### src/rtl/ebx_pkg.sv
package ebx_pkg;

   localparam int DATA_W   = 64;
   localparam int MAX_BITS = 64;
   localparam int POS_W    = $clog2(DATA_W);
   localparam int LEN_W    = POS_W + 1;
   localparam int CFG_W    = 7;
   localparam int ADDR_W   = 5;
   localparam int IDX_W    = 2;

   localparam logic [IDX_W-1:0] REG_BLK_LEN       = 2'd0;
   localparam logic [IDX_W-1:0] REG_VECTOR_LENGTH = 2'd1;
   localparam logic [IDX_W-1:0] REG_FLIP_MASK     = 2'd2;

   // per-position decode, built by the sweep after every register write
   typedef struct packed {
      logic              act;       // position below the vector length
      logic              excl_on;   // not the last position of its block
      logic [POS_W-1:0]  start;     // first position of the block
      logic [LEN_W-1:0]  stop;      // one past the last position of the block
      logic [POS_W-1:0]  excl_pos;  // bit left out of the block parity
   } pos_ctl_type;

   typedef struct packed {
      logic [CFG_W-1:0]  blk_len;
      logic [CFG_W-1:0]  vector_length;
      logic [DATA_W-1:0] flip_mask;
      logic              update;    // register write this cycle
   } cfg_type;

endpackage

### src/rtl/ebx_csr.sv
module ebx_csr import ebx_pkg::*; (
   input  logic              clock,
   input  logic              reset,
   input  logic              csr_psel,
   input  logic              csr_penable,
   input  logic              csr_pwrite,
   input  logic [ADDR_W-1:0] csr_paddr,
   input  logic [DATA_W-1:0] csr_pwdata,
   output logic [DATA_W-1:0] csr_prdata,
   output logic              csr_pready,
   output cfg_type           cfg
);

   logic [CFG_W-1:0]  blk_len_ff, blk_len_in;
   logic [CFG_W-1:0]  vector_length_ff, vector_length_in;
   logic [DATA_W-1:0] flip_mask_ff, flip_mask_in;
   logic              wr_en;
   logic [IDX_W-1:0]  idx;

   assign csr_pready = 1'b1;
   assign wr_en      = csr_psel & csr_penable & csr_pwrite & csr_pready;
   assign idx        = csr_paddr[ADDR_W-1:ADDR_W-IDX_W];

   always_comb begin
      blk_len_in       = blk_len_ff;
      vector_length_in = vector_length_ff;
      flip_mask_in     = flip_mask_ff;
      if (wr_en) begin
         case (idx)
            REG_BLK_LEN:       blk_len_in       = csr_pwdata[CFG_W-1:0];
            REG_VECTOR_LENGTH: vector_length_in = csr_pwdata[CFG_W-1:0];
            REG_FLIP_MASK:     flip_mask_in     = csr_pwdata;
            default: ;
         endcase
      end
   end

   always_comb begin
      case (idx)
         REG_BLK_LEN:       csr_prdata = {{(DATA_W-CFG_W){1'b0}}, blk_len_ff};
         REG_VECTOR_LENGTH: csr_prdata = {{(DATA_W-CFG_W){1'b0}}, vector_length_ff};
         REG_FLIP_MASK:     csr_prdata = flip_mask_ff;
         default:           csr_prdata = '0;
      endcase
   end

   always_ff @(posedge clock) begin
      if (reset) begin
         blk_len_ff       <= CFG_W'(1);
         vector_length_ff <= CFG_W'(MAX_BITS);
         flip_mask_ff     <= '0;
      end else begin
         blk_len_ff       <= blk_len_in;
         vector_length_ff <= vector_length_in;
         flip_mask_ff     <= flip_mask_in;
      end
   end

   assign cfg.blk_len       = blk_len_ff;
   assign cfg.vector_length = vector_length_ff;
   assign cfg.flip_mask     = flip_mask_ff;
   assign cfg.update        = wr_en;

endmodule

### config.mk
export PLATFORM = sky130hd
export DESIGN_NAME = ebx_csr
export DESIGN_NICKNAME = d
export VERILOG_FILES = /design/src/rtl/ebx_pkg.sv /design/src/rtl/ebx_csr.sv
export SDC_FILE = /design/constraint.sdc
export NUM_CORES = 1
export LEC_CHECK = 0
export ABC_AREA = 1
export BUFFER_PORTS_ARGS = -buffer_cell sky130_fd_sc_hd__buf_4
export CAP_MARGIN = 20
export CORE_MARGIN = 2
export CORE_UTILIZATION = 48
export DETAILED_ROUTE_END_ITERATION = 8
export PLACE_DENSITY = 0.95
export SYNTH_ARGS = -nofsm -noshare
export SYNTH_HDL_FRONTEND = slang
export SYNTH_SLANG_ARGS = --single-unit
### constraint.sdc
create_clock -name clock -period 1.87 [get_ports clock]
set_clock_uncertainty 0.15 [all_clocks]
set_input_delay 0 -clock clock [delete_from_list [all_inputs] [get_ports clock]]
set_output_delay 0 -clock clock [all_outputs]
set_load 0.005 [all_outputs]
# --- Yosys cells after proc, flatten, opt, wreduce, memory -nomap -nowiden ---
# Cells that the tools add are included.
op_classes:
  n_shift: 0
  magnitude_cmp: 0
  n_addsub: 0
  multipliers: 0
  n_eq_ne: 2
  bitwise: 2
  n_div: 0
  n_reduce_logical: 4
  mux: 1
ops:
  columns: ["operator", "count"]
  rows:
  - ["case mux 64 bit (3 select lines)", 1]
  - ["AND reduction 2 bit", 3]
  - ["AND 1 bit", 2]
  - ["== test 2 x 1 -> 1 bit, second input constant", 1]
  - ["== test 2 bit, second input constant", 1]
  - ["logical NOT 2 bit", 1]
word_totals:
  ramBits: 0
  rom_bits: 0
  in_bits: 74
  output_inout_bits: 144
  latchBits: 0
  word_cells: 12
  reg_bits: 78
  n_memories: 0

# --- Depth between registers and ports, before layout ---
logic_depth:
  ltp_word: 3
  ltp_mapped: 7
  ltp_nobuf: 5

# --- Worst setup path before layout ---
# Ideal clock, no wire load.
synth_path:
  kind: "input to register"
  startpoint: "input csr_psel"
  endpoint: "register flip_mask_ff[38]"
  arrival_time_ns: 0.683
  required_ns: 1.607
  path_stages: 7
  setup_slack_ns: 0.925
  setup_time_ns: 0.113
  path_buffers: 2
  path_cell_list: "nand2_1 nor2_2 buf_2 buf_4 nand3_1 nand2_1 nor2_1"
synth_between:
  elab_chain_cells: 3
synth_lines:
  columns: ["element", "line", "text"]
  rows:
  - ["start: declaration", "ebx_csr.sv:4", "input logic csr_psel,"]
  - ["AND 1 bit (2 in a row)", "ebx_csr.sv:21", "assign wr_en = csr_psel & csr_penable & csr_pwrite & csr_pready;"]
  - ["AND reduction 2 bit (no source line)", null, null]
  - ["end signal: assignment", "ebx_csr.sv:55", "flip_mask_ff <= flip_mask_in;"]
  - ["end: declaration", "ebx_csr.sv:16", "logic [DATA_W-1:0] flip_mask_ff, flip_mask_in;"]
# No other way between the ends.
# A chain may end at the register's enable or synchronous reset.

==> summary by stage <==
Setup path
The worst register-to-register path begins at vector_length_ff[6]$_SDFFE_PP1P_. The slowest stage of the critical path belongs to the cell sky130_fd_sc_hd__dlygate4sd3_1. The cell depth of the worst flop-to-flop path is 3. The arrival time of the worst setup path is approximately 1800 ps. The cell that appears most often on the critical path is sky130_fd_sc_hd__dlygate4sd3_1. The capture instance of the worst register-to-register path is vector_length_ff[6]$_SDFFE_PP1P_. The reg2reg setup slack is 510 ps. In this run the worst setup path begins at reset. The signal on the critical path passes through dlygate4sd3_1, buf_4, inv_2, nand2_1, dlygate4sd3_1, nor2_1. The required time of the critical path is between 1500 and 2000 ps.

Of all nets on the critical path, the largest fanout is 24. The critical path endpoint category is a register. In this design, the stage delay of the slowest critical-path cell is roughly 570 ps. The class of the most critical setup path is in -> reg.

The most critical setup path has its endpoint at flip_mask_ff[58]$_SDFFE_PP0P_. The startpoint class of the critical path is an input port.

Placement
The cell count after placement is ~940. The worst setup slack after placement is around 580 ps. Routability-driven placement finished with a final weighted congestion of 0.7984. Summed over all nets, the half-perimeter wirelength after detailed placement is 7.988 mm. The count of input and output buffers is between 200 and 250.

Timing
The number of hold violations in the final report came to 0. The final-report max-slew violation count came to 0. The max-slew headroom at the worst pin is 0.6281. The maximum clock frequency is roughly 0.58 GHz. The share of the clock period used by the worst path after layout is 0.9288. After layout, the minimum clock period comes to ~1700 ps.

Setup repair after global routing left no endpoint under its margin. Summed over all failing endpoints, the final setup total negative slack is 0 ps. The worst path meets setup with 133.2 ps of slack. The total of endpoints with negative setup slack in the final report is 0. At the pin with the least slew margin, the transition time is about 560 ps.

Yosys
The distinct cell type count of the synthesized netlist is 17. The average cell area after synthesis is just over 6 um^2. By count the netlist is led by sky130_fd_sc_hd__nor2_1, sky130_fd_sc_hd__inv_1, sky130_fd_sc_hd__nand2_1, sky130_fd_sc_hd__nand3_1, sky130_fd_sc_hd__dfxtp_1. Yosys attributes the largest share of cell area to sky130_fd_sc_hd__dfxtp_1, sky130_fd_sc_hd__nor2_1, sky130_fd_sc_hd__inv_1, sky130_fd_sc_hd__nand3_1, sky130_fd_sc_hd__nand2_1. The leading register cell type out of synthesis is sky130_fd_sc_hd__dfxtp_1. The synthesized design spends more area on one cell type than any other, namely sky130_fd_sc_hd__dfxtp_1. For this run, asynchronously set or reset flops after synthesis account for 0. Synthesis produced a netlist with a net count of 724. The mapped netlist covers between 0.003 and 0.004 mm^2.

In this run, synthesis produced a sequential element count of 78. Counting flops with a built-in enable in the synthesized netlist gives 0. For this run, the number of Yosys warnings is 0. In the synthesized netlist, the number of instances is 650. The area share of the leading cell type in the synthesized netlist is 0.3971. Among all cell types in the netlist, the one instantiated most often is sky130_fd_sc_hd__nor2_1.

The share of synthesized area occupied by flip-flops and latches is 0.3971.

Global routing
The total congestion overflow is 0. The number of global-route vias before repair is 4,761. The largest net degree at the start of global routing is slightly below 60. The number of antenna violations at the first check in global routing came to 0. For this run, the total global-route usage over all layers was measured as 0.3130.

The first global-routing pass estimated approximately 22 mm of wire.

Power and ir drop
The leakage dissipation is roughly 3.3 nW. The internal power summed over all cells is approximately 2.7 mW. The net switching component of the power is 954.9 uW. Of the total power, combinational logic draws 0.175.

The maximum resistive drop on vdd is roughly 0.40 mV. The total power density per cell area is around 560 mW/mm^2. The clock power share is 0.351. Of the total power, the share spent switching nets is 0.2615. The completed layout was analyzed and its total power is roughly 3.7 mW. Of the total power, registers draw 0.474.

Die
The die width is 94.52 um. The region available for standard cell placement spans between 0.008 and 0.009 mm^2. The vertical extent of the die is approximately 95 um. In this run the core area contains 33 standard-cell rows. The die covers between 0.008 and 0.009 mm^2.

The total I/O pin count is about 220. The starting utilization of the core area is 0.4859.

Layout
The fraction of final layout cells with drive strength greater than 1 is 0.2661. The number of nets in the layout is 1,001. The final non-filler cell total is 1,037. The area added between synthesis and finish is 66.56%. The number of antenna repair diodes is 0.

Clock network
No sink is reached through more buffers than the 2 on the longest clock path. The CTS tree is done. The clock-pin slew on the worst setup and hold paths is 90 ps. The later-pin clock latency in the skew report is about 330 ps.

The clock root buffer is sky130_fd_sc_hd__clkbuf_8. The total number of H-tree levels is 3. Buffers inserted during clock tree synthesis total 9. The tree built by TritonCTS fans out to approximately 80 sinks. The number of gates given a new drive strength after cts is 0.

Job
The max capacitance violation total is 0.

Drt
The total iterations of the first detailed-routing run is 7. The via total after detailed routing is 5,036. The DRC marker count from the first detailed-route iteration is 180. For this run, design rule violations remaining after detail routing come to 0. The post-route antenna net violation count is 0. The detailed-route wire length per cell is between 10 and 15 um. The detail-routed via count per cell is 4.856. The final layout contains routed wiring with a total length of around 14 mm.

Status
The run finished with clean final reports.

Worst hold path
The type of the worst min-delay path is in -> reg.
timing repair:
item / in CTS / in global routing
hold buffers: 79 / 0
hold endpoints to repair: 78 / 0
buffers inserted: 0 / 0
final cells by class:
cell class,instances,area [um^2]
repair buffers,305,2512
multi-input cells,408,1675
flip-flops and latches,78,1562
fillers,507,1543
inverters,125,469.2
clock buffers,11,141.4
well taps,105,131.4
clock inverters,5,58.81
cell families after synthesis:
kind of cell	share of synthesized area
AND/OR/NAND/NOR	0.4200
buffers and inverters	0.1794
flip-flops	0.3971
AO/OA/AOI/OAI	0.002545
other	0.0009536
worst max-delay path: cells and delay by family:
kind / cells / cell delay (ps)
buffers and inverters: 4 / 1590
and+or+nand+nor: 2 / 240
cell usage in the layout, fill, tap and decap left out:
cell	Yosys	layout
sky130_fd_sc_hd__clkinvlp_4	0	2
sky130_fd_sc_hd__clkbuf_1	4	1
sky130_fd_sc_hd__nand2_2	1	1
sky130_fd_sc_hd__dfxtp_1	78	78
sky130_fd_sc_hd__clkinv_4	0	1
sky130_fd_sc_hd__dlygate4sd3_1	0	79
sky130_fd_sc_hd__buf_12	0	2
sky130_fd_sc_hd__nand3_1	86	86
sky130_fd_sc_hd__buf_4	7	224
sky130_fd_sc_hd__conb_1	1	1
sky130_fd_sc_hd__bufinv_16	0	1
sky130_fd_sc_hd__nand2_1	102	102
sky130_fd_sc_hd__nor2_4	0	2
sky130_fd_sc_hd__clkbuf_8	0	10
sky130_fd_sc_hd__clkinv_2	0	1
sky130_fd_sc_hd__inv_1	122	122
sky130_fd_sc_hd__nor2_8	1	1
sky130_fd_sc_hd__inv_2	2	3
sky130_fd_sc_hd__nor2_1	213	213
sky130_fd_sc_hd__o21ai_0	2	2
through the flow:
| stage | hold WS, ps | util | area (um^2) |
|---|---|---|---|
| after CTS | 39.70 | 0.8094 | 6550 |
| final | 54.60 | 0.8094 | 6550 |
| after global placement | 70.69 | 0.6869 | 5559 |
| after floorplan | -23.76 | - | 3933 |
| after global routing | 71.85 | 0.8094 | 6550 |
| after detailed placement | 86.17 | 0.6869 | 5559 |
state kept, by name, indices dropped and copies added, names as in the netlist:
name	flops
blk_len_ff	7
vector_length_ff	7
flip_mask_ff	64
power by group through the flow:
| stage | Clock [mW] | Sequential (mW) | Combinational (mW) |
|---|---|---|---|
| 6_report | 1.28 | 1.73 | 0.640 |
| 3_3_place_gp | 0 | 1.76 | 0.470 |
| 5_1_grt | 1.37 | 1.73 | 0.694 |
| 2_1_floorplan | 0 | 1.76 | 0.244 |
| 4_1_cts | 1.29 | 1.73 | 0.614 |
| 3_5_place_dp | 0 | 1.77 | 0.482 |
layer usage:
layer,global-route usage,vias up,routed length (um)
met5,0,-,0
li1,-,2445,-
met2,0.5714,267,7231
met3,0.07981,54,1187
met1,0.3304,2270,5299
met4,0.1630,0,540
worst min-delay path by stage:
stage / start / endpoint / slack [ps] / cells after the start
3_5_place_dp: csr_pwdata[0] / blk_len_ff[0]$_SDFFE_PP1P_ / 90 / 3
5_1_grt: csr_paddr[3] / vector_length_ff[3]$_SDFFE_PP0P_ / 70 / 5
2_1_floorplan: csr_pwdata[0] / blk_len_ff[0]$_SDFFE_PP1P_ / -20 / 2
6_report: csr_paddr[3] / vector_length_ff[5]$_SDFFE_PP0P_ / 50 / 5
3_3_place_gp: csr_pwdata[6] / vector_length_ff[6]$_SDFFE_PP1P_ / 70 / 3
4_1_cts: csr_paddr[3] / vector_length_ff[5]$_SDFFE_PP0P_ / 40 / 5
(Power assumes the default switching activity.)
