**src/rtl/ebx_pkg.sv**
```systemverilog
package ebx_pkg;

   localparam int DATA_W   = 64;
   localparam int MAX_BITS = 64;
   localparam int POS_W    = $clog2(DATA_W);
   localparam int LEN_W    = POS_W + 1;
   localparam int CFG_W    = 7;
   localparam int ADDR_W   = 5;
   localparam int IDX_W    = 2;

   localparam logic [IDX_W-1:0] REG_BLK_LEN       = 2'd0;
   localparam logic [IDX_W-1:0] REG_VECTOR_LENGTH = 2'd1;
   localparam logic [IDX_W-1:0] REG_FLIP_MASK     = 2'd2;

   // per-position decode, built by the sweep after every register write
   typedef struct packed {
      logic              act;       // position below the vector length
      logic              excl_on;   // not the last position of its block
      logic [POS_W-1:0]  start;     // first position of the block
      logic [LEN_W-1:0]  stop;      // one past the last position of the block
      logic [POS_W-1:0]  excl_pos;  // bit left out of the block parity
   } pos_ctl_type;

   typedef struct packed {
      logic [CFG_W-1:0]  blk_len;
      logic [CFG_W-1:0]  vector_length;
      logic [DATA_W-1:0] flip_mask;
      logic              update;    // register write this cycle
   } cfg_type;

endpackage

```
**src/rtl/ebx_decode.sv**
```systemverilog
module ebx_decode import ebx_pkg::*; (
   input  logic                     clock,
   input  logic                     reset,
   input  cfg_type                  cfg,
   output logic                     busy,
   output pos_ctl_type [DATA_W-1:0] ctl
);

   logic                     busy_ff;
   logic [POS_W-1:0]         pos_ff;
   logic [LEN_W-1:0]         head_ff, head_in;
   logic [LEN_W-1:0]         off_ff, off_in;
   pos_ctl_type [DATA_W-1:0] ctl_ff;

   logic [LEN_W-1:0] vlen, bsize, rem, len, kk;
   logic             in_range, last;
   pos_ctl_type      entry;

   always_comb begin
      vlen = (LEN_W'(cfg.vector_length) > LEN_W'(MAX_BITS)) ?
             LEN_W'(MAX_BITS) : LEN_W'(cfg.vector_length);
      bsize = (cfg.blk_len == '0 || LEN_W'(cfg.blk_len) > vlen) ?
              vlen : LEN_W'(cfg.blk_len);
      in_range = {1'b0, pos_ff} < vlen;
      rem  = vlen - head_ff;
      len  = (rem > bsize) ? bsize : rem;
      last = (off_ff + LEN_W'(1)) == len;
      // distance from the block end, counted mod 4, picks the dropped bit
      kk   = len - off_ff - LEN_W'(2);

      entry.act      = in_range;
      entry.excl_on  = ~last;
      entry.start    = head_ff[POS_W-1:0];
      entry.stop     = head_ff + len;
      entry.excl_pos = POS_W'(head_ff + len - LEN_W'(1) - {{(LEN_W-2){1'b0}}, kk[1:0]});

      head_in = head_ff;
      off_in  = off_ff;
      if (in_range) begin
         if (last) begin
            head_in = head_ff + len;
            off_in  = '0;
         end else begin
            off_in  = off_ff + LEN_W'(1);
         end
      end
   end

   always_ff @(posedge clock) begin
      if (reset || cfg.update) begin
         busy_ff <= 1'b1;
         pos_ff  <= '0;
         head_ff <= '0;
         off_ff  <= '0;
      end else if (busy_ff) begin
         if (pos_ff == POS_W'(DATA_W - 1)) begin
            busy_ff <= 1'b0;
         end
         pos_ff  <= pos_ff + POS_W'(1);
         head_ff <= head_in;
         off_ff  <= off_in;
      end
   end

   always_ff @(posedge clock) begin
      if (busy_ff) begin
         ctl_ff[pos_ff] <= entry;
      end
   end

   assign busy = busy_ff;
   assign ctl  = ctl_ff;

endmodule

```
**config.mk**
```make
export PLATFORM = sky130hd
export DESIGN_NAME = ebx_decode
export DESIGN_NICKNAME = d
export VERILOG_FILES = /design/src/rtl/ebx_pkg.sv /design/src/rtl/ebx_decode.sv
export SDC_FILE = /design/constraint.sdc
export NUM_CORES = 1
export LEC_CHECK = 0
export ABC_AREA = 1
export CAP_MARGIN = 30
export CORE_AREA = 4 4 547 549
export CTS_BUF_LIST = sky130_fd_sc_hd__clkbuf_8
export DETAILED_ROUTE_END_ITERATION = 7
export DIE_AREA = 0 0 551 553
export DONT_BUFFER_PORTS = 1
export SYNTH_ARGS = -nofsm -noshare
export SYNTH_HDL_FRONTEND = slang
export SYNTH_SLANG_ARGS = --single-unit
```
**constraint.sdc**
```tcl
create_clock -name clock -period 14.45 [get_ports clock]
set_input_delay 3.6125 -clock clock [delete_from_list [all_inputs] [get_ports clock]]
set_output_delay 3.6125 -clock clock [all_outputs]
set_load 0.1 [all_outputs]
```
Word-level counts from Yosys, hierarchy flattened --
Cells that the tools add are included.
Cells by class: add/sub/neg operators 8, $lt $le $gt $ge 6, eq/ne operators 2, muxes and demuxes 9, bitwise logic cells 1, reduce and logical (&&, ||, !) cells 6
Operators by type and width (number):
- $bwmux 1344 | 1
- $demux 21 s6 | 1
- $mux 7 | 4
- $mux 21 | 1
- $gt 7x7->1 | 2
- $add 7x1->7 const B | 1
- $add 7x7->7 | 1
- $eq 7x7->1 | 1
- $gt 7x7->1 const B | 1
- $logic_not 7->1 | 1
- $lt 6x7->1 | 1
- $lt 6x7->1 const B | 1
- $sub 7x7->7 | 1
- $add 6x1->6 const B | 1
- $eq 6x6->1 const B | 1
- $ge 6x1->1 const B | 1
- $sub 6x1->6 const B | 1
- $sub 6x2->6 | 1
- $reduce_and 3->1 | 1
- $logic_or 1x1->1 | 2
- $mux 1 | 2
- $reduce_and 2->1 | 1
- $sub 2x2->2 | 1
- $sub 2x2->2 const B | 1
- other kinds (2) | 2
Word-level totals: flip-flop bits (word level) 1365, output and inout bits 1345, word-level logic and storage cells 356

Logic depth before layout (Yosys ltp) --
Gate-level depths: netlist of the first run.
word-level depth 11, depth in mapped cells 39

Least setup slack after synthesis of the first run --
OpenSTA, ideal clock, no wires.
path kind in2reg, start in cfg[66] (netlist name), end reg ctl_ff (netlist bit ctl[1011]) (data pin), setup time 0.536 ns, arrival 10.664 ns, required time 13.914 ns, setup slack 3.250 ns, cell stages on the path 23, path through nor2_1 > nand3_1 > nand2_1 > nand2_1 > ha_1 > inv_1 > fa_1 > nand4_1 > o211ai_2 > xor2_2 > ha_1 > a21o_1 > nor2_1 > nand2_2 > inv_2 > nor2_8 > o21ai_0 > ha_1 > inv_1 > fa_1 > xnor2_1 > a211oi_1 > xor2_1
RTL lines:
- start, declared | line ebx_decode.sv:4 | input cfg_type cfg,
- end signal, assigned by index | line ebx_decode.sv:67 | ctl_ff[pos_ff] <= entry;
- end, declared | line ebx_decode.sv:13 | pos_ctl_type [DATA_W-1:0] ctl_ff;

==> impl_metrics.yaml, run 1 <==
setup_path:
  critical_path.endpoint_type: "register"
  slowest_delay_ns: 0.59
  critical_path_peak_fanout: 38
  critPathRequiredTime_ns: 15.05
  worst-endpoint-arrival_ns: 10.62
  cp.buffers_inverters: 8
  worst_setup_path_start_kind: "primary input"
  worstSetupPathType: "primary input to register"
  worst-r2r-setup-slack_ns: 6.67
  cp_top_family: "buffers and inverters"
  slowest_stage: "sky130_fd_sc_hd__buf_4"
  crit-reg2reg-launch: "head_ff[1]"
  r2r-end: "ctl[1139]"
  r2r_cells: 24
route:
  vias_per_cell: 3.30
  post-route-drc-count: 0
  ant_nets: 2
  detailroute.via_count: 20582
  final_routed_wire_length_divided_by_cell_count_um: 25.0
  detailedRoute.firstPassIterationCount: 5
  detail_route.iter0.violations: 3068
  detail_route.wirelength_um: 156000
sta:
  max_slew_violation_total_from_the_final_report: 0
  timing_worst_slew_pin_value_ns: 1.02
  finalCritPeriodShare: 0.694
  achievable-frequency_mhz: 99.7
  maxSlewHeadroom: 0.319
  final.setup.worst_slack_ns: 4.42
  rsz0062_at_grt: "no"
  fin_crit_ns: 10.03
  setup_viol: 0
  setup_tns_ns: 0
  hold_viol_final: 0
  worst_clock_skew_ns: 0.0516
synth:
  area_of_the_mapped_netlist_um2: 43500
  synth_sequential_area_ratio: 0.938
  synth_top_flop_cell: "sky130_fd_sc_hd__edfxtp_1"
  synthesis.nets: 1964
  synth_edf_count: 1344
  synth_async_sr_flop_share: 0
  synth.avg_cell_area_um2: 23.6
  synth.ff_latch_count: 1365
  yosysWarnings: 0
  number_of_instances_in_the_synthesized_netlist: 1845
  netlist-cell-type-count: 41
place:
  routabilityCongestion: 0.753
  io_buffers: 0
  dpl-instance-area_um2: 49800
  detailed_place_hpwl_um: 101000
  placement.setup.worst_slack_ns: 3.60
die:
  start_util: 0.148
  top_level_ports: 1426
  core_area_um2: 294000
  die-area_um2: 305000
  die_w_um: 551
  floorplan.die.height_um: 553
  floorplan.rows: 199
job:
  cap_violations: 0
pwr:
  netSwitchingPower_mw: 2.93
  power.share.sequential: 0.549
  cellPowerDensity_nw_per_um2: 174
  p_int_mw: 6.40
  peakVddDrop_v: 0.000241
  leakage_nw: 16.7
  p_total_mw: 9.33
  share_of_power_burned_in_combinational_logic: 0.151
  power.clock.fraction: 0.300
  switch_share: 0.314
cts:
  post_cts_buffers: 0
  clock_input_transition_at_the_sequential_cells_of_the_worst_setup_and_hold_paths_ns: 0.06
  htree_levels: 4
  post_cts_resized: 0
  clock_latency_ns: 0.89
  numCtsBuffers: 200
  cts_root_buf: "sky130_fd_sc_hd__clkbuf_8"
  cts_tree: "built"
  clock_sink_total: 1365
  cts_hold_buffers: 0
  maximum_root_to_sink_buffer_count: 4
layout:
  layout-drive-gt1-share: 0.202
  finish.utilization: 0.182
  fin_nets: 2258
  area_delta_synth_final_pct: 23.0
  stdcell_area_um2: 53500
global_routing:
  grt_pass1_vias: 20678
  globalRouteTotalUtil: 0.0953
  number_of_antenna_violations_at_the_first_check_in_global_routing: 41
  overflow: 0
  grt_pass1_wl_um: 197000
  grt_max_degree: 41
min_path:
  hold-path-cell-count: 2
  worst_hold_path.endpoint: "off_ff[6]"
  holdCritPathClass: "register to register"
  hp-start: "off_ff[6]"
status:
  result_of_the_run: "finished, violations left"
  violations: "antenna violations"
[cell usage in the layout, fill, tap and decap left out, types with 4 or more instances in the layout]
| master | netlist | routed |
|---|---|---|
| sky130_fd_sc_hd__diode_2 | 0 | 28 |
| sky130_fd_sc_hd__nor2_4 | 1 | 20 |
| sky130_fd_sc_hd__a21oi_1 | 25 | 25 |
| sky130_fd_sc_hd__nand2_4 | 8 | 10 |
| sky130_fd_sc_hd__xnor2_2 | 0 | 4 |
| sky130_fd_sc_hd__buf_8 | 0 | 17 |
| sky130_fd_sc_hd__clkinvlp_4 | 0 | 5 |
| sky130_fd_sc_hd__dfxtp_1 | 21 | 14 |
| sky130_fd_sc_hd__nor2_1 | 91 | 31 |
| sky130_fd_sc_hd__nand3_2 | 5 | 8 |
| sky130_fd_sc_hd__xor2_4 | 1 | 5 |
| sky130_fd_sc_hd__buf_16 | 0 | 7 |
| sky130_fd_sc_hd__clkinv_1 | 1 | 47 |
| sky130_fd_sc_hd__clkbuf_8 | 0 | 200 |
| sky130_fd_sc_hd__clkinv_2 | 1 | 14 |
| sky130_fd_sc_hd__nor2_2 | 1 | 42 |
| sky130_fd_sc_hd__inv_1 | 72 | 140 |
| sky130_fd_sc_hd__ha_1 | 35 | 34 |
| sky130_fd_sc_hd__nand3b_1 | 7 | 7 |
| sky130_fd_sc_hd__inv_8 | 0 | 4 |
| sky130_fd_sc_hd__nand2_2 | 7 | 13 |
| sky130_fd_sc_hd__xor2_1 | 13 | 9 |
| sky130_fd_sc_hd__edfxtp_1 | 1344 | 1344 |
| sky130_fd_sc_hd__o21ai_0 | 9 | 9 |
| sky130_fd_sc_hd__buf_4 | 1 | 69 |
| sky130_fd_sc_hd__nand4_1 | 9 | 9 |
| sky130_fd_sc_hd__nand3_1 | 42 | 39 |
| sky130_fd_sc_hd__nand2_1 | 112 | 104 |
| sky130_fd_sc_hd__dfxtp_4 | 0 | 6 |
| sky130_fd_sc_hd__xnor2_1 | 8 | 4 |
[cells by family after synthesis]
family	count (synthesis)	synth area share
buffers and inverters	81	0.00722
and+or+nand+nor	298	0.0335
adders and majority gates	38	0.0114
DFF	1365	0.938
AOI/OAI and AO/OA	40	0.00503
xor gates and xnor gates	23	0.00524
[synthesized netlist by cell type, types with 2 or more instances]
library cell / n / area (um2)
sky130_fd_sc_hd__nor3_1: 3 / 15.0
sky130_fd_sc_hd__clkbuf_1: 3 / 11.3
sky130_fd_sc_hd__xor2_1: 13 / 114
sky130_fd_sc_hd__nand2_4: 8 / 90.1
sky130_fd_sc_hd__nand2_1: 112 / 420
sky130_fd_sc_hd__dfxtp_1: 21 / 420
sky130_fd_sc_hd__a21oi_1: 25 / 125
sky130_fd_sc_hd__nand4_1: 9 / 56.3
sky130_fd_sc_hd__nand3_4: 2 / 35.0
sky130_fd_sc_hd__edfxtp_1: 1344 / 40400
sky130_fd_sc_hd__nand3_1: 42 / 210
sky130_fd_sc_hd__inv_2: 2 / 7.51
sky130_fd_sc_hd__ha_1: 35 / 438
sky130_fd_sc_hd__nor2_1: 91 / 342
sky130_fd_sc_hd__nand4_2: 2 / 25.0
sky130_fd_sc_hd__nand3_2: 5 / 50.1
sky130_fd_sc_hd__xnor2_1: 8 / 70.1
sky130_fd_sc_hd__nor2_8: 3 / 60.1
sky130_fd_sc_hd__nand3b_1: 7 / 52.6
sky130_fd_sc_hd__o21ai_0: 9 / 45.0
sky130_fd_sc_hd__fa_1: 3 / 60.1
sky130_fd_sc_hd__nor3_2: 2 / 20.0
sky130_fd_sc_hd__nand2_2: 7 / 43.8
sky130_fd_sc_hd__inv_1: 72 / 270
[per-layer routing]
layer  global-route usage  vias to the layer above  routed length (um)
li1                     -                     7794                   -
met1                0.114                    10378               58500
met2                0.155                     2108               72700
met3               0.0379                      298               19900
met4               0.0333                        4                4800
met5                    0                        -                  19
[flip-flops by register name, indices dropped and copies added (netlist names)]
| signal | cells |
|---|---|
| pos_ff | 6 |
| ctl | 1344 |
| busy | 1 |
| off_ff | 7 |
| head_ff | 7 |
[worst register-to-register path, delay by kind of cell, from the launching register on]
family          cells  cell delay, ns
compound gates      3            1.22
xor+xnor            2            0.41
fa+ha+maj           5            1.94
buf+inv             7            2.23
flops               1            0.79
simple gates        7            0.74
[power groups by stage]
stage	registers [mW]	logic [mW]	clock network (mW)
6_report	5.12	1.41	2.80
2_1_floorplan	5.22	0.407	0
3_3_place_gp	5.20	1.38	0
4_1_cts	5.12	1.44	2.90
3_5_place_dp	5.20	1.42	0
5_1_grt	5.12	1.47	3.08
[worst max path at each step]
stage	startpoint	depth (start not counted)	slack (ns)	endpoint
6_report	cfg[71]	26	4.42	ctl[1139]
3_5_place_dp	cfg[71]	26	3.60	ctl[1139]
5_1_grt	cfg[71]	26	4.12	ctl[1139]
2_1_floorplan	cfg[66]	23	3.25	ctl[1011]
3_3_place_gp	cfg[71]	29	3.69	ctl[1139]
4_1_cts	cfg[71]	26	4.64	ctl[593]
[area by class of cell]
class	count	area, um2
antenna	28	70.1
sequential	1365	40800
tap	3919	4900
timing repair buffer	96	1030
fill	31145	240000
inverter	77	300
clock buffer	200	2750
clock inverter	150	805
multi-input combinational	399	2830
[per-stage QoR]
step | hold slack [ns] | instances
after global placement | 0.469 | 5829
after detailed placement | 0.481 | 5850
final | 0.492 | 6234
after CTS | 0.490 | 6200
after global routing | 0.508 | 6210
after floorplan | 0.457 | 1845
Note: power is estimated with default switching activity, not from simulation.
==> run 2, diff against run 1 <==
--- a/config.mk
+++ b/config.mk
@@ -7,10 +7,10 @@
 export LEC_CHECK = 0
 export ABC_AREA = 1
 export CAP_MARGIN = 30
-export CORE_AREA = 4 4 547 549
+export CORE_AREA = 4 4 557 559
 export CTS_BUF_LIST = sky130_fd_sc_hd__clkbuf_8
 export DETAILED_ROUTE_END_ITERATION = 7
-export DIE_AREA = 0 0 551 553
+export DIE_AREA = 0 0 561 563
 export DONT_BUFFER_PORTS = 1
 export SYNTH_ARGS = -nofsm -noshare
 export SYNTH_HDL_FRONTEND = slang
==> constraint.sdc (replaced) <==
create_clock -name clock -period 8.7 [get_ports clock]
set_input_delay 2.175 -clock clock [delete_from_list [all_inputs] [get_ports clock]]
set_output_delay 2.175 -clock clock [all_outputs]
set_load 0.1 [all_outputs]
==> run 2 against run 1 <==
  * The flow now finishes without violations
  * Design area grew 1.2%
  * Critical path type unchanged
  * Flip-flop and latch count stayed put
  * Sequential power grew 66%
  * Via count increased by 0.27%
  * Largest cell class unchanged
  * Worst hold slack worse by 0.0053 ns
  * Global-route usage about the same
  * Non-clock buffer count is 7 higher
  * Utilization down 0.46 points
  * Register-to-register slack lost 4.5 ns
  * Clock-buffer cell count grew 3
  * Total power rose by 72%
  * Clock skew grew 0.053 ns
==> impl_metrics.yaml, run 2 (synthesis gave the netlist of run 1 again) <==
status:
  result_of_the_run: "complete, no violations"
cts:
  clock_input_transition_at_the_sequential_cells_of_the_worst_setup_and_hold_paths_ns: 0.06
  post_cts_buffers: 0
  post_cts_resized: 0
  maximum_root_to_sink_buffer_count: 4
  clock_sink_total: 1365
  cts_hold_buffers: 0
  htree_levels: 4
  cts_tree: "built"
  clock_latency_ns: 0.92
  cts_root_buf: "sky130_fd_sc_hd__clkbuf_8"
  numCtsBuffers: 203
place:
  detailed_place_hpwl_um: 105000
  routabilityCongestion: 0.777
  io_buffers: 0
route:
  detail_route.wirelength_um: 161000
  detailedRoute.firstPassIterationCount: 5
  detail_route.iter0.violations: 2700
  post-route-drc-count: 0
  detailroute.via_count: 20637
  final_routed_wire_length_divided_by_cell_count_um: 25.1
  ant_nets: 0
  vias_per_cell: 3.21
global_routing:
  globalRouteTotalUtil: 0.0952
  grt_max_degree: 65
  grt_pass1_vias: 20346
  grt_pass1_wl_um: 202000
  number_of_antenna_violations_at_the_first_check_in_global_routing: 25
  overflow: 0
job:
  cap_violations: 0
layout:
  area_delta_synth_final_pct: 24.5
  largest_register_ff_count: 1344
  fin_nets: 2268
  layout_commonest_cell: "sky130_fd_sc_hd__edfxtp_1"
  layout-drive-gt1-share: 0.218
  most_frequent_cells_in_the_layout: "sky130_fd_sc_hd__edfxtp_1 (1,344), sky130_fd_sc_hd__clkbuf_8 (203), sky130_fd_sc_hd__inv_1 (118), sky130_fd_sc_hd__nand2_1 (101), sky130_fd_sc_hd__buf_4 (74)"
pwr:
  cellPowerDensity_nw_per_um2: 296
  peakVddDrop_v: 0.000585
  leakage_nw: 16.8
  p_total_mw: 16.0
sta:
  achievable-frequency_mhz: 136
  setup_viol: 0
  finalCritPeriodShare: 0.844
  max_slew_violation_total_from_the_final_report: 0
  fin_crit_ns: 7.34
  finalHoldWorstSlack_ns: 0.487
  rsz0062_at_grt: "no"
  timing_worst_slew_pin_value_ns: 1.05
  maxSlewHeadroom: 0.304
  worst_clock_skew_ns: 0.105
  hold_viol_final: 0
die:
  floorplan.rows: 203
  core_area_um2: 305000
  top_level_ports: 1426
  floorplan.die.height_um: 563
  die_w_um: 561
  die-area_um2: 316000
  start_util: 0.143
setup_path:
  worstSetupPathType: "primary input to register"
  worst-endpoint-arrival_ns: 7.89
  critical_path_peak_fanout: 41
  worst-r2r-setup-slack_ns: 2.19
  r2r-end: "ctl[25]"
  worst_setup_path_start_kind: "primary input"
  r2r_cells: 22
  crit-reg2reg-launch: "head_ff[4]"
  critical_path.endpoint_type: "register"
  critPathRequiredTime_ns: 9.25
min_path:
  holdCritPathClass: "register to register"
  worst_hold_path.endpoint: "off_ff[6]"
  hp-start: "off_ff[6]"
  hold-path-cell-count: 2
## run 2: cell types whose count changed in the layout (fill, tap and decap cells not counted), moves of 7 or more
cell,before,now
sky130_fd_sc_hd__diode_2,28,11
sky130_fd_sc_hd__buf_8,17,10
sky130_fd_sc_hd__inv_1,140,118
sky130_fd_sc_hd__buf_12,3,10
sky130_fd_sc_hd__clkinv_2,14,31
sky130_fd_sc_hd__clkinv_1,47,56
## run 2: area by class of cell
| cell class | instances | area (um2) |
|---|---|---|
| clock buffers | 203 | 2790 |
| multi-input cells | 399 | 2880 |
| well taps | 4100 | 5130 |
| flip-flops and latches | 1365 | 40800 |
| diodes | 11 | 27.5 |
| repair buffers | 103 | 1150 |
| clock inverters | 165 | 1050 |
| fillers | 32419 | 251000 |
| inverters | 77 | 305 |
## run 2: how the worst max path moves through the flow
| stage | start | to | slack (ns) | cells past startpoint |
|---|---|---|---|---|
| after detailed placement | cfg[71] | ctl[424] | 0.55 | 24 |
| after global placement | cfg[71] | ctl[760] | 0.65 | 24 |
| final | cfg[71] | ctl[25] | 1.36 | 24 |
| after floorplan | cfg[69] | ctl[1013] | -0.22 | 27 |
| after global routing | cfg[71] | ctl[634] | 1.22 | 28 |
| after CTS | cfg[71] | ctl[634] | 1.60 | 24 |
## run 2: stage by stage
stage / util / TNS (ns) / instance area [um2] / std cells / setup slack (ns)
6_report: 0.177 / 0 / 54100 / 6423 / 1.36
5_1_grt: 0.177 / 0 / 54100 / 6415 / 1.22
4_1_cts: 0.177 / 0 / 54100 / 6410 / 1.60
3_5_place_dp: 0.165 / 0 / 50200 / 6042 / 0.548
3_3_place_gp: 0.163 / 0 / 49800 / 6023 / 0.647
2_1_floorplan: - / -19.37 / 43600 / 1845 / -0.222
## run 2: routing by layer
layer / GRT usage / vias up / routed length [um]
li1: - / 7803 / -
met1: 0.110 / 10466 / 59200
met2: 0.161 / 2052 / 78900
met3: 0.0378 / 316 / 18600
met4: 0.0315 / 0 / 4700
met5: 0 / - / 0
## run 2: worst max-delay path, cell delays in order
cell and delay (ns):
sky130_fd_sc_hd__clkinv_2 0.17, sky130_fd_sc_hd__nand2_1 0.35, sky130_fd_sc_hd__inv_1 0.15, sky130_fd_sc_hd__ha_1 0.35
sky130_fd_sc_hd__nand2_1 0.13, sky130_fd_sc_hd__inv_1 0.06, sky130_fd_sc_hd__nand4_1 0.09, sky130_fd_sc_hd__o211ai_2 0.17
sky130_fd_sc_hd__xor2_2 0.20, sky130_fd_sc_hd__ha_1 0.32, sky130_fd_sc_hd__a21o_1 0.19, sky130_fd_sc_hd__nor2_1 0.13
sky130_fd_sc_hd__nand2_2 0.10, sky130_fd_sc_hd__inv_4 0.10, sky130_fd_sc_hd__nor2_8 0.07, sky130_fd_sc_hd__o21ai_1 0.36
sky130_fd_sc_hd__ha_4 0.20, sky130_fd_sc_hd__inv_2 0.04, sky130_fd_sc_hd__fa_1 0.57, sky130_fd_sc_hd__clkinvlp_4 0.17
sky130_fd_sc_hd__fa_4 0.56, sky130_fd_sc_hd__nor3_1 0.48, sky130_fd_sc_hd__xor2_4 0.23, sky130_fd_sc_hd__buf_12 0.31
## run 2: power breakdown
part	internal, mW	switching (mW)
clock	2.48	2.48
sequential	8.12	0.364
combinational	0.369	2.22
total	11.0	5.06
==> run 3, diff against run 2 <==
--- a/config.mk
+++ b/config.mk
@@ -5,12 +5,12 @@
 export SDC_FILE = /design/constraint.sdc
 export NUM_CORES = 1
 export LEC_CHECK = 0
-export ABC_AREA = 1
+export ABC_AREA = 0
 export CAP_MARGIN = 30
-export CORE_AREA = 4 4 557 559
+export CORE_AREA = 4 4 546 548
 export CTS_BUF_LIST = sky130_fd_sc_hd__clkbuf_8
 export DETAILED_ROUTE_END_ITERATION = 7
-export DIE_AREA = 0 0 561 563
+export DIE_AREA = 0 0 550 552
 export DONT_BUFFER_PORTS = 1
 export SYNTH_ARGS = -nofsm -noshare
 export SYNTH_HDL_FRONTEND = slang
==> constraint.sdc (replaced) <==
create_clock -name clock -period 7 [get_ports clock]
set_input_delay 1.75 -clock clock [delete_from_list [all_inputs] [get_ports clock]]
set_output_delay 1.75 -clock clock [all_outputs]
set_load 0.1 [all_outputs]
==> run 3 against run 2 <==
  * Critical path depth unchanged
  * Routed wire length decreased by 1.6%
  * Synthesized cell count down 4.5%
  * Largest cell class unchanged
  * Register-to-register slack worse by 0.80 ns
  * Global-route usage up 0.23 points
  * Area after synthesis is 0.43% lower
  * Utilization rose by 0.79 points
  * Flip-flop and latch count did not move
  * Total power increased by 23%
  * Largest power group unchanged
  * Combinational power rose by 24%
  * Sequential power rose by 24%
==> impl_metrics.yaml, run 3 <==
status:
  result_of_the_run: "complete, no violations"
synth:
  yosysWarnings: 0
  synth_top_area_share: 0.932
  most_common_library_cells_after_synthesis: "sky130_fd_sc_hd__edfxtp_1 (1,344), sky130_fd_sc_hd__nor2_1 (90), sky130_fd_sc_hd__nand2_1 (39)"
  synth.ff_latch_count: 1365
  post-synth-top-area-cell: "sky130_fd_sc_hd__edfxtp_1"
  synth.avg_cell_area_um2: 24.6
  ys_top_cells_by_area: "sky130_fd_sc_hd__edfxtp_1 (93%), sky130_fd_sc_hd__ha_1 (1.0%), sky130_fd_sc_hd__dfxtp_1 (0.97%)"
  synth_async_sr_flop_share: 0
  area_of_the_mapped_netlist_um2: 43300
  netlist-cell-type-count: 62
  synth_edf_count: 1344
  number_of_instances_in_the_synthesized_netlist: 1762
  synth_top_flop_cell: "sky130_fd_sc_hd__edfxtp_1"
  synthesis.nets: 1881
  synth.most_common_cell: "sky130_fd_sc_hd__edfxtp_1"
  synth_sequential_area_ratio: 0.942
route:
  vias_per_cell: 3.33
  ant_nets: 0
  post-route-drc-count: 0
  detail_route.wirelength_um: 159000
  detailroute.via_count: 20672
  final_routed_wire_length_divided_by_cell_count_um: 25.6
  detail_route.iter0.violations: 2994
  detailedRoute.firstPassIterationCount: 5
pwr:
  p_total_mw: 19.7
  netSwitchingPower_mw: 6.06
  cellPowerDensity_nw_per_um2: 363
  power.share.sequential: 0.532
  switch_share: 0.307
  power.clock.fraction: 0.306
  leakage_nw: 16.5
  peakVddDrop_v: 0.000463
  share_of_power_burned_in_combinational_logic: 0.162
  p_int_mw: 13.6
place:
  detailed_place_hpwl_um: 102000
  routabilityCongestion: 0.758
  io_buffers: 0
global_routing:
  grt_pass1_wl_um: 200000
  overflow: 0
  number_of_antenna_violations_at_the_first_check_in_global_routing: 36
  grt_pass1_vias: 20405
  grt_max_degree: 66
  globalRouteTotalUtil: 0.0975
die:
  floorplan.rows: 199
  top_level_ports: 1426
  core_area_um2: 293000
  die_w_um: 550
  start_util: 0.148
  floorplan.die.height_um: 552
  die-area_um2: 304000
sta:
  setup_viol: 0
  worst_clock_skew_ns: 0.0618
  achievable-frequency_mhz: 159
  setup_tns_ns: 0
  maxSlewHeadroom: 0.300
  max_slew_violation_total_from_the_final_report: 0
  rsz0062_at_grt: "no"
  timing_worst_slew_pin_value_ns: 1.05
  hold_viol_final: 0
  fin_crit_ns: 6.31
  finalCritPeriodShare: 0.901
cts:
  clock_sink_total: 1365
  cts_root_buf: "sky130_fd_sc_hd__clkbuf_8"
  numCtsBuffers: 206
  clock_latency_ns: 0.94
  clock_input_transition_at_the_sequential_cells_of_the_worst_setup_and_hold_paths_ns: 0.06
  maximum_root_to_sink_buffer_count: 4
  post_cts_resized: 0
  cts_hold_buffers: 0
  post_cts_buffers: 0
  cts_tree: "built"
  htree_levels: 4
setup_path:
  worstPathCellList: "inv_16 -> nand2_8 -> ha_4 -> nand4_1 -> or2_4 -> o21ai_4 -> a21oi_1 -> a21oi_1 -> inv_1 -> ha_1 -> nand3b_1 -> a21oi_2 -> o21ai_4 -> nand2_1 -> a21boi_2 -> ha_4 -> inv_2 -> fa_1 -> clkinvlp_4 -> fa_4 -> nor3_1 -> xor2_4 -> buf_12 -> buf_12"
  worst-endpoint-arrival_ns: 6.84
  cp_top_family: "adder cells"
  slowest_delay_ns: 0.58
  r2r_cells: 19
  critical_path.endpoint_type: "register"
  slowest_stage: "sky130_fd_sc_hd__fa_1"
  critPathRequiredTime_ns: 7.53
  worstSetupPathType: "primary input to register"
  cp.buffers_inverters: 6
  critical_path_peak_fanout: 33
  cp_num_cells: 24
  worst-r2r-setup-slack_ns: 1.39
  worst_setup_path_start_kind: "primary input"
layout:
  layout-drive-gt1-share: 0.238
  fin_nets: 2218
  layout_commonest_cell: "sky130_fd_sc_hd__edfxtp_1"
  most_frequent_cells_in_the_layout: "sky130_fd_sc_hd__edfxtp_1 (1,344), sky130_fd_sc_hd__clkbuf_8 (207), sky130_fd_sc_hd__buf_4 (98), sky130_fd_sc_hd__inv_1 (81), sky130_fd_sc_hd__clkinv_1 (46)"
  area_delta_synth_final_pct: 25.5
  largest_register_ff_count: 1344
  finish.utilization: 0.185
min_path:
  holdCritPathClass: "register to register"
  hold-path-cell-count: 1
job:
  cap_violations: 0
==> run 3: per-stage QoR <==
stage / worst slack, ns / hold slack [ns] / instance area, um2 / std cells
2_1_floorplan: -1.51 / 0.453 / 43600 / 1762
3_3_place_gp: -0.0815 / 0.471 / 50000 / 5784
3_5_place_dp: -0.141 / 0.478 / 50400 / 5805
4_1_cts: 0.912 / 0.485 / 54200 / 6162
5_1_grt: 0.562 / 0.509 / 54300 / 6170
6_report: 0.693 / 0.484 / 54300 / 6205
==> run 3: worst paths after layout <==
path,startpoint,end
worst max-delay path,cfg[71],ctl[487]
worst min-delay path,off_ff[6],off_ff[6]
worst max register to register,head_ff[2],ctl[487]
worst min register to register,off_ff[6],off_ff[6]
==> run 3: cell type report <==
type,instances,area (um2)
clock inverter,150,880
fill,31019,239000
antenna,38,95.1
tap,3919,4900
sequential,1365,40800
timing repair buffer,146,1670
multi-input combinational,352,3010
clock buffer,207,2850
inverter,28,128
==> run 3: worst reg2reg max path: stages, from the launching register on <==
cell                         delay [ns]
sky130_fd_sc_hd__dfxtp_4           0.34
sky130_fd_sc_hd__inv_1             0.04
sky130_fd_sc_hd__ha_1              0.36
sky130_fd_sc_hd__and3b_1           0.24
sky130_fd_sc_hd__o21a_1            0.22
sky130_fd_sc_hd__o311ai_1          0.45
sky130_fd_sc_hd__ha_1              0.33
sky130_fd_sc_hd__o21ai_1           0.17
sky130_fd_sc_hd__o21bai_2          0.15
sky130_fd_sc_hd__o21a_4            0.24
sky130_fd_sc_hd__a21boi_2          0.21
sky130_fd_sc_hd__ha_4              0.17
sky130_fd_sc_hd__inv_2             0.04
sky130_fd_sc_hd__fa_1              0.58
sky130_fd_sc_hd__clkinvlp_4        0.14
sky130_fd_sc_hd__fa_4              0.45
sky130_fd_sc_hd__nor3_1            0.51
sky130_fd_sc_hd__xor2_4            0.15
sky130_fd_sc_hd__buf_12            0.17
sky130_fd_sc_hd__buf_12            0.15
==> run 3: metal layers <==
| layer | vias up | global-route usage | part of all wire |
|---|---|---|---|
| met5 | - | 0 | 0.000082 |
| met4 | 2 | 0.0359 | 0.033 |
| met3 | 343 | 0.0359 | 0.12 |
| met2 | 2083 | 0.160 | 0.47 |
| met1 | 10466 | 0.116 | 0.38 |
| li1 | 7778 | - | - |
==> run 3: power groups by stage <==
stage                     clock network [mW]  registers [mW]  logic [mW]
after floorplan                            0            10.7       0.793
after global placement                     0            10.6        3.21
after detailed placement                   0            10.6        3.25
after CTS                               6.25            10.5        3.27
after global routing                    6.63            10.5        3.31
final                                   6.03            10.5        3.20
==> run 3: cell families (layout without fill, tap and decap cells) <==
| family | after synthesis | after routing | synth area share |
|---|---|---|---|
| buffers and inverters | 45 | 531 | 0.00402 |
| adder cells (fa/ha/maj) | 38 | 38 | 0.0115 |
| other | 0 | 38 | 0 |
| AND/OR/NAND/NOR | 195 | 195 | 0.0214 |
| flip-flops | 1365 | 1365 | 0.942 |
| XOR/XNOR | 28 | 28 | 0.00598 |
| AO/OA/AOI/OAI | 82 | 82 | 0.0134 |
| multiplexers | 9 | 9 | 0.00208 |
